<file path="src/c8x_pkg.sv">
`timescale 1ns / 1ps
package c8x_pkg;

  // Result status codes
  localparam logic [2:0] ST_OK        = 3'd0;
  localparam logic [2:0] ST_UNIMPL    = 3'd1;
  localparam logic [2:0] ST_OVERFLOW  = 3'd2;
  localparam logic [2:0] ST_UNDERFLOW = 3'd3;
  localparam logic [2:0] ST_LOADED    = 3'd4;

  localparam int unsigned ADDR_W = 12;

  // Controller states
  typedef enum logic [2:0] {
    S_CLEAR,
    S_IDLE,
    S_EXEC,
    S_BULK,
    S_BULK_LAST,
    S_DONE
  } state_t;

  // Controller to datapath
  typedef struct packed {
    logic clear_step;   // write zero at the clear address, advance
    logic capture;      // latch the input item
    logic exec;         // perform a non-bulk instruction or byte load
    logic bulk_step;    // one register of FX55/FX65
    logic bulk_last;    // final FX65 read data write-back
    logic out_load;     // load the result register
  } c8x_cmd_t;

  // Datapath to controller
  typedef struct packed {
    logic clear_done;
    logic is_bulk;      // captured item is FX55 or FX65
    logic bulk_end;     // current bulk step is register X
    logic bulk_read;    // FX65 (needs a trailing write-back)
  } c8x_stat_t;

endpackage

</file>
<file path="src/c8x_ctrl.sv">
`timescale 1ns / 1ps
module c8x_ctrl (
  input  logic               clk,
  input  logic               rst_n,
  input  logic               in_valid,
  output logic               in_stall,
  output logic               out_valid,
  input  logic               out_stall,
  input  c8x_pkg::c8x_stat_t st,
  output c8x_pkg::c8x_cmd_t  cmd
);

  c8x_pkg::state_t state_r, state_nxt;
  logic            out_valid_r, out_valid_nxt;

  // Hold state and result flag
  always_ff @(posedge clk) begin
    if (!rst_n) begin
      state_r     <= c8x_pkg::S_CLEAR;
      out_valid_r <= 1'b0;
    end else begin
      state_r     <= state_nxt;
      out_valid_r <= out_valid_nxt;
    end
  end

  assign out_valid = out_valid_r;

  // Sequence one item at a time
  always_comb begin
    state_nxt     = state_r;
    out_valid_nxt = out_valid_r && out_stall;
    cmd           = '0;
    in_stall      = 1'b1;
    case (state_r)
      c8x_pkg::S_CLEAR: begin
        cmd.clear_step = 1'b1;
        if (st.clear_done) state_nxt = c8x_pkg::S_IDLE;
      end
      c8x_pkg::S_IDLE: begin
        in_stall = 1'b0;
        if (in_valid) begin
          cmd.capture = 1'b1;
          state_nxt   = c8x_pkg::S_EXEC;
        end
      end
      c8x_pkg::S_EXEC: begin
        if (st.is_bulk) begin
          state_nxt = c8x_pkg::S_BULK;
        end else begin
          cmd.exec  = 1'b1;
          state_nxt = c8x_pkg::S_DONE;
        end
      end
      c8x_pkg::S_BULK: begin
        cmd.bulk_step = 1'b1;
        if (st.bulk_end)
          state_nxt = st.bulk_read ? c8x_pkg::S_BULK_LAST : c8x_pkg::S_DONE;
      end
      c8x_pkg::S_BULK_LAST: begin
        cmd.bulk_last = 1'b1;
        state_nxt     = c8x_pkg::S_DONE;
      end
      c8x_pkg::S_DONE: begin
        if (!out_valid_r || !out_stall) begin
          cmd.out_load  = 1'b1;
          out_valid_nxt = 1'b1;
          state_nxt     = c8x_pkg::S_IDLE;
        end
      end
      default: state_nxt = c8x_pkg::S_IDLE;
    endcase
  end

endmodule

</file>
<file path="config.mk">
export PLATFORM = sky130hd
export DESIGN_NAME = c8x_ctrl
export DESIGN_NICKNAME = d
export VERILOG_FILES = /design/src/c8x_pkg.sv /design/src/c8x_ctrl.sv
export SDC_FILE = /design/constraint.sdc
export NUM_CORES = 1
export LEC_CHECK = 0
export ABC_AREA = 1
export BUFFER_PORTS_ARGS = -buffer_cell sky130_fd_sc_hd__buf_2
export CAP_MARGIN = 40
export CORE_AREA = 2 2 39 41
export CTS_CLUSTER_SIZE = 25
export DETAILED_ROUTE_END_ITERATION = 7
export DIE_AREA = 0 0 41 43
export GPL_ROUTABILITY_DRIVEN = 0
export GPL_TIMING_DRIVEN = 0
export SLEW_MARGIN = 10
export SYNTH_ARGS = -nofsm -noshare
export SYNTH_HDL_FRONTEND = slang
export SYNTH_SLANG_ARGS = --single-unit
</file>
<file path="constraint.sdc">
create_clock -name clk -period 1.1 [get_ports clk]
set_input_delay 0.275 -clock clk [delete_from_list [all_inputs] [get_ports clk]]
set_output_delay 0.275 -clock clk [all_outputs]
set_load 0.01 [all_outputs]
</file>
==> results.yml <==
layout:
  area_growth_pct: 78.9
  drive_gt1_frac: 0.614
  final_nets: 93
  diodes: 0
  final_core_util: 0.422
  finalNonFillerCells: 99
outcome:
  violations: "setup timing"
  run_status: "finished with violations"
place:
  portBuffers: 15
  pre_cts_slack_ps: -14.3
  dp_hpwl_um: 602
  place_inst: 86
synth:
  yosys.area.top_type_share: 0.245
  yosys_warnings: 0
  synthXorXnorAreaFrac: 0
  synthAdderAreaFrac: 0
  synth_top_area_cell: "dfxtp_1"
  syn_avg_cell_area_um2: 5.94
  postSynthCellCount: 55
  ys_types: 15
  synth_area_um2: 327
  synth_compound_gate_area_share: 0.0651
  synth-simple-area-share: 0.552
  synth-seq-area-share: 0.245
  synthMuxAreaShare: 0
  synth_top_family_by_area: "simple AND/OR/NAND/NOR gates"
  synth_area_leaders: "dfxtp_1 (25%), nor2_1 (18%), nand3_2 (9.2%)"
  ys_ff_latch: 4
  syn_nets: 63
sta:
  max_slew.worst_pin.slew_ps: 233
  max_freq_mhz: 786
  tns_ps: -1110
  hold_viol_final: 0
  whs_ps: 290
  rsz0062_at_grt: "true"
  drv_slew: 0
  finalSetupViolCount: 10
  min_period_ps: 1270
  finalClockSkew_ps: 4.85
  slew_headroom: 0.844
  worst_slack_ps: -172
  finalCritPeriodShare: 1.16
cts:
  cts_made_buffers: 3
  htreeDepth: 1
  cts.sinks: 4
  clock_latency_ps: 230
  clk_path_buf_depth: 2
  hold_buffers: 0
  cts-root-buf: "clkbuf_4"
  cts_tree: "done"
  clk_pin_slew_ps: 40
route:
  num_vias: 430
  drc: 0
  antenna_left: 0
  drt_iter0_markers: 1
  wl_um: 982
  wl_per_cell_um: 9.92
  first_pass_iters: 4
  viasPerCell: 4.34
power_and_ir_drop:
  leakage_uw: 0.000330
  p_per_area_mw_per_mm2: 2630
  ir_drop_mv: 0.800
worst_setup_path:
  path_max_fanout: 5
  required_ps: 820
  end_kind: "primary output"
  start_kind: "flop"
  r2r_slack_ps: -70
  cp_top_family: "flip-flops"
  arrival_ps: 1000
  rr_worst_depth: 7
  cpMaxStageDelayCell: "dfxtp_4"
  cp.buffers_inverters: 2
  crit_type: "reg -> out"
  r2r_start: "state_r[1]$_SDFFE_PN0P_"
  crit_chain: "inv_2 > nand3_2 > nor2_2 > buf_2"
  r2r_end: "state_r[2]$_SDFFE_PN0P_"
  cpPeakStageDelay_ps: 370
worst_hold_path:
  whs_path_depth: 3
  holdPathEnd: "state_r[2]$_SDFFE_PN0P_"
  hold_path_class: "in -> reg"
  min_from: "rst_n"
global_routing:
  grt_max_degree: 6
  grt_overflow_total: 0
  grt_use_total: 0.114
  grt_pass1_wl_um: 1360
  grt_antenna_before_repair: 0
  grt_pass1_vias: 348
die:
  ios: 16
  initial_utilization: 0.236
  std_cell_rows: 14
  dieArea_mm2: 0.00176
  core_area_mm2: 0.00138
  die_x_um: 41
  dieHeight_um: 43
job:
  maxCapViolations: 0
[worst max path at each step]
stage | cells past startpoint | to | from
after global routing | 4 | cmd[4] | state_r[1]$_SDFFE_PN0P_
after global placement | 7 | state_r[1]$_SDFFE_PN0P_ | state_r[2]$_SDFFE_PN0P_
final | 4 | cmd[3] | state_r[0]$_SDFFE_PN0P_
after CTS | 4 | cmd[3] | state_r[0]$_SDFFE_PN0P_
after detailed placement | 7 | state_r[2]$_SDFFE_PN0P_ | state_r[0]$_SDFFE_PN0P_
after floorplan | 2 | cmd[4] | state_r[0]$_SDFFE_PN0P_
[layer usage]
| layer | up-vias | routed length, µm | GRT usage |
|---|---|---|---|
| li1 | 224 | - | - |
| met1 | 196 | 377 | 0.131 |
| met2 | 10 | 555 | 0.181 |
| met3 | 0 | 50 | 0.0314 |
| met4 | 0 | 0 | 0.0600 |
| met5 | - | 0 | 0 |
[registers in the layout, summed over array words and instances, names as in the netlist]
name       cells
out_valid      1
state_r        3
[cell families after synthesis]
logic type / after synthesis
AND/OR/NAND/NOR: 36
buffers and inverters: 12
flip-flops: 4
AO/OA/AOI/OAI: 3
[worst register-to-register path: cells and delay by family (launching register included)]
kind            cells  cell delay, ps
simple gates        5             470
flops               1             370
buf+inv             1             130
compound gates      1             110
[cell usage after synthesis]
master	n
nor2_1	16
inv_1	8
nand2_1	7
dfxtp_1	4
inv_2	4
nand3_1	3
nand3_2	3
nand2_2	2
nor2_2	2
a21boi_1	1
a21oi_1	1
nand3b_1	1
nor2_4	1
nor3_1	1
o21ai_2	1
[final cells by class]
class | count | area [µm²]
Multi-Input combinational cell | 39 | 238
Timing Repair Buffer | 25 | 160
Fill cell | 155 | 800
Clock buffer | 3 | 22.5
Sequential cell | 4 | 91.3
Inverter | 12 | 52.6
Tap cell | 16 | 20.0
[stage by stage]
| stage | total power [µW] | area, µm² |
|---|---|---|
| after detailed placement | 945 | 422 |
| final | 1540 | 584 |
| after CTS | 1410 | 543 |
| after global placement | 932 | 422 |
| after floorplan | 756 | 327 |
| after global routing | 1670 | 584 |
[report_power, final]
part | total (µW) | switching [µW] | internal, µW
registers | 349 | 118 | 231
clock network | 181 | 58.7 | 122
logic | 1010 | 522 | 486
[cell usage in the layout (no fill, tap or decap), types with 2 or more instances in the layout]
cell       n
nand3_1    2
buf_2     14
nor2_1    13
nand3_2    3
buf_4      9
buf_6      2
nand2_2    3
dfxtp_4    3
nor2_4     3
nor2_2     3
nand2_1    6
inv_2      3
clkbuf_4   3
inv_1      7
[timing repair]
action                     4_1_cts  5_1_grt
gates cloned                     0        0
setup endpoints to repair        9       10
pin swaps                        3        5
setup buffers                    6        4
gates resized for setup         17        4
No activity file was read; power rests on OpenSTA's default activity.
